--- config.mk ---
export PLATFORM = sky130hd
export DESIGN_NAME = gha_ctrl
export DESIGN_NICKNAME = d
export VERILOG_FILES = /design/src/rtl/gha_pkg.sv /design/src/rtl/gha_ctrl.sv
export SDC_FILE = /design/constraint.sdc
export NUM_CORES = 1
export LEC_CHECK = 0
export ABC_CLOCK_PERIOD_IN_PS = 1300
export BUFFER_PORTS_ARGS = -buffer_cell sky130_fd_sc_hd__buf_2
export CELL_PAD_IN_SITES_DETAIL_PLACEMENT = 0
export CELL_PAD_IN_SITES_GLOBAL_PLACEMENT = 1
export CORE_AREA = 2 2 39 41
export DETAILED_ROUTE_END_ITERATION = 8
export DIE_AREA = 0 0 41 43
export GPL_TIMING_DRIVEN = 0
export PLACE_DENSITY = 0.35
export SKIP_CTS_REPAIR_TIMING = 1
export SYNTH_ARGS = -nofsm -noshare
export SYNTH_HDL_FRONTEND = slang
export SYNTH_SLANG_ARGS = --single-unit
--- constraint.sdc ---
create_clock -name clk -period 1.3 [get_ports clk]
set_input_delay 0.26 -clock clk [delete_from_list [all_inputs] [get_ports clk]]
set_output_delay 0.26 -clock clk [all_outputs]
set_load 0.005 [all_outputs]
--- src/rtl/gha_pkg.sv ---
package gha_pkg;

  // Slot space and handle field widths
  localparam int MAX_SLOTS = 1024;
  localparam int IDX_W     = $clog2(MAX_SLOTS);
  localparam int GEN_W     = 16;
  localparam int COUNT_W   = IDX_W + 1;
  localparam int SLOT_W    = GEN_W + 1;   // {alive, generation}
  localparam int TDATA_W   = ((IDX_W + GEN_W + 7) / 8) * 8;
  localparam int PAD_W     = TDATA_W - IDX_W - GEN_W;

  // Request kinds
  localparam logic [1:0] ACT_CREATE  = 2'd0;
  localparam logic [1:0] ACT_DESTROY = 2'd1;
  localparam logic [1:0] ACT_QUERY   = 2'd2;

  // Result status codes
  localparam logic [1:0] ST_OK   = 2'd0;
  localparam logic [1:0] ST_FULL = 2'd1;
  localparam logic [1:0] ST_DEAD = 2'd2;

  // Controller to datapath
  typedef struct packed {
    logic accept;     // latch request, issue slot and stack reads
    logic pop_read;   // read slot memory at the popped index
    logic commit;     // update state and load the result register
  } cmd_t;

  // Datapath to controller
  typedef struct packed {
    logic pop_needed; // incoming request is a create served from the free stack
    logic out_busy;   // result register full and not taken this cycle
  } stat_t;

endpackage

--- src/rtl/gha_ctrl.sv ---
module gha_ctrl (
  input  logic          clk,
  input  logic          rst,
  input  logic          s_tvalid,
  output logic          s_tready,
  input  gha_pkg::stat_t st,
  output gha_pkg::cmd_t  cmd
);
  import gha_pkg::*;

  typedef enum logic [1:0] {
    S_IDLE,
    S_POP,
    S_EXEC
  } state_t;

  state_t state;

  assign s_tready = (state == S_IDLE);

  always_comb begin
    cmd          = '0;
    cmd.accept   = (state == S_IDLE) && s_tvalid;
    cmd.pop_read = (state == S_POP);
    cmd.commit   = (state == S_EXEC) && !st.out_busy;
  end

  always_ff @(posedge clk) begin
    if (rst) begin
      state <= S_IDLE;
    end else begin
      case (state)
        S_IDLE: begin
          if (s_tvalid) begin
            state <= st.pop_needed ? S_POP : S_EXEC;
          end
        end
        S_POP: begin
          state <= S_EXEC;
        end
        S_EXEC: begin
          // hold until the result register can take the answer
          if (!st.out_busy) begin
            state <= S_IDLE;
          end
        end
        default: begin
          state <= S_IDLE;
        end
      endcase
    end
  end

endmodule

==> out/metrics.yaml <==
sta:
  fin_setup_tns_ns: 0
  period_minus_slack_ns: 1.18
  final_max_slew_viol_count: 0
  worst_pin_slew_ns: 0.208
  hold_viol_final: 0
  slew-limit-headroom_pct: 86.1
  finalClockSkew_ns: 0.00118
  setup_viol: 0
  clock.fmax_ghz: 0.850
  rsz0062_at_grt: "no"
  holdWs_ns: 0.249
  period_share_pct: 90.5
synthesis:
  synth_top_family_by_area: "simple AND/OR/NAND/NOR gates"
  synthXorXnorAreaFrac_pct: 0
  synth_cell_types: 10
  yosysSeqAreaShare_pct: 37.2
  synth_simple_gate_area_share_pct: 46.5
  synth-seq-cells: 2
  syn-cell-area_um2: 108
  synth_warnings: 0
  synth_compound_area_share_pct: 12.8
  synth-adder-area-share_pct: 0
  syn-num-nets: 17
  synth_cells: 12
  synth_area_per_cell_um2: 8.97
  synth_mux_area_share_pct: 0
floorplanning:
  start_util_pct: 7.78
  die_w_um: 41
  ioPinCount: 9
  die_h_um: 43
  row_count: 14
  die-area_mm2: 0.00176
  core_mm2: 0.00138
clocking:
  cts_buffers: 3
  cts.htree.levels: 1
  cts_sinks: 2
  cts_tree: "built"
  clock_latency_ns: 0.22
  cts_max_path_buffers: 2
  clkTransAtPathRegs_ns: 0.03
  clock-root-buffer: "clkbuf_4"
setup_path:
  slowest_stage: "dfxtp_1"
  crit_path_start_kind: "flop"
  critPathMaxFanout: 4
  cp_num_buf_inv: 1
  crit_family: "flip-flops"
  required_ns: 1.04
  critPathArrivalTime_ns: 0.92
  crit_path_end_kind: "output pin"
  path_cells: "nor2_2 > and2_4 > buf_2"
  cp_slowest_stage_delay_ns: 0.38
  path_class: "reg2out"
routing:
  drc: 0
  ant_nets: 0
  firstDrtPassIters: 3
  routed_wl_um: 314
  vias: 117
  vias_per_cell: 3.00
  initialDrtViolationCount: 5
  wl_per_cell_um: 8.05
placement:
  portBuffers: 8
  place.gp.congestion: 0.497
layout:
  fillers: 159
  area_growth_pct: 76.7
  diodes: 0
  top_regs: "state (2)"
  final_core_utilization_pct: 13.7
  finalNetCount: 30
  layout_common_cells: "buf_2, clkbuf_4, nand2b_1, dfxtp_1"
  largest_reg_flops: 2
  top_register: "state"
  final_common_cell: "buf_2"
  drive_gt1_share_pct: 60.9
global_route:
  grt.overflow.total: 0
  grt_max_degree: 5
  grt_pass1_wl_um: 496
  grt_pass1_vias: 113
  antenna_found_initial: 0
  grt_util_all_layers_pct: 5.12
power_and_ir_drop:
  p_leak_nw: 0.0901
  power.density_mw_per_mm2: 1280
  ir_worst_vdd_mv: 0.337
hold_path:
  hold_class: "in2reg"
status:
  status: "finished clean"
run:
  drv_cap: 0
-- metal layers --
layer	track usage, %	up-vias	part of all wire [%]
met3	6.28	2	19
met5	0	-	0
met2	3.75	9	24
li1	-	63	-
met1	5.77	43	54
met4	6.00	0	1.9
-- path summary, 6_finish.rpt --
kind | startpoint | end | slack [ns] | cells past startpoint
worst max register to register | state[1]$_SDFFE_PP0P_ | state[0]$_SDFFE_PP0P_ | 0.47 | 3
worst min-delay path | rst | state[0]$_SDFFE_PP0P_ | 0.25 | 2
worst min register to register | state[1]$_SDFFE_PP0P_ | state[1]$_SDFFE_PP0P_ | 0.54 | 1
worst max-delay path | state[1]$_SDFFE_PP0P_ | cmd[2] | 0.12 | 3
-- synthesized netlist by cell type (all sizes together) --
cell type | n | area, um^2
and2 | 1 | 8.76
nor3b | 1 | 12.5
a21oi | 1 | 5.00
nor2b | 1 | 6.26
nand2b | 2 | 12.5
dfxtp | 2 | 40.0
nor2 | 2 | 10.0
inv | 1 | 3.75
o32ai | 1 | 8.76
-- logic make-up after synthesis --
group	count (synthesis)
and+or+nand+nor	7
AOI/OAI and AO/OA	2
buffers and inverters	1
DFF	2
-- through the flow --
stage	power (mW)	worst slack (ns)	instances	cell area, um^2
after global placement	0.107	0.369	36	168
final	0.243	0.123	39	190
after CTS	0.254	0.117	39	190
after floorplan	0.0893	0.453	12	108
after global routing	0.264	0.0468	39	190
after detailed placement	0.108	0.360	36	168
-- worst register-to-register path, cell delays in order (launching register included) --
cell and delay, ns:
dfxtp_1 0.38, nor2_2 0.06, and2_4 0.15, nor3b_2 0.14
-- where the power goes --
| group | switching, mW | total (mW) | internal [mW] | leakage (nW) |
|---|---|---|---|---|
| clock network | 0.0336 | 0.135 | 0.102 | 0.0138 |
| logic | 0.0158 | 0.0373 | 0.0215 | 0.0598 |
| registers | 0.00424 | 0.0702 | 0.0659 | 0.0164 |
| total | 0.0537 | 0.243 | 0.189 | 0.0901 |
-- final cells by class --
class                      instances  area (um^2)  area share, %
multi-input combinational          9         63.8           33.6
sequential                         2         40.0           21.1
timing repair buffer               8         40.0           21.1
clock buffer                       3         22.5           11.8
tap                               16         20.0           10.5
inverter                           1         3.75           1.97
Note: power is estimated with default switching activity, not from simulation.
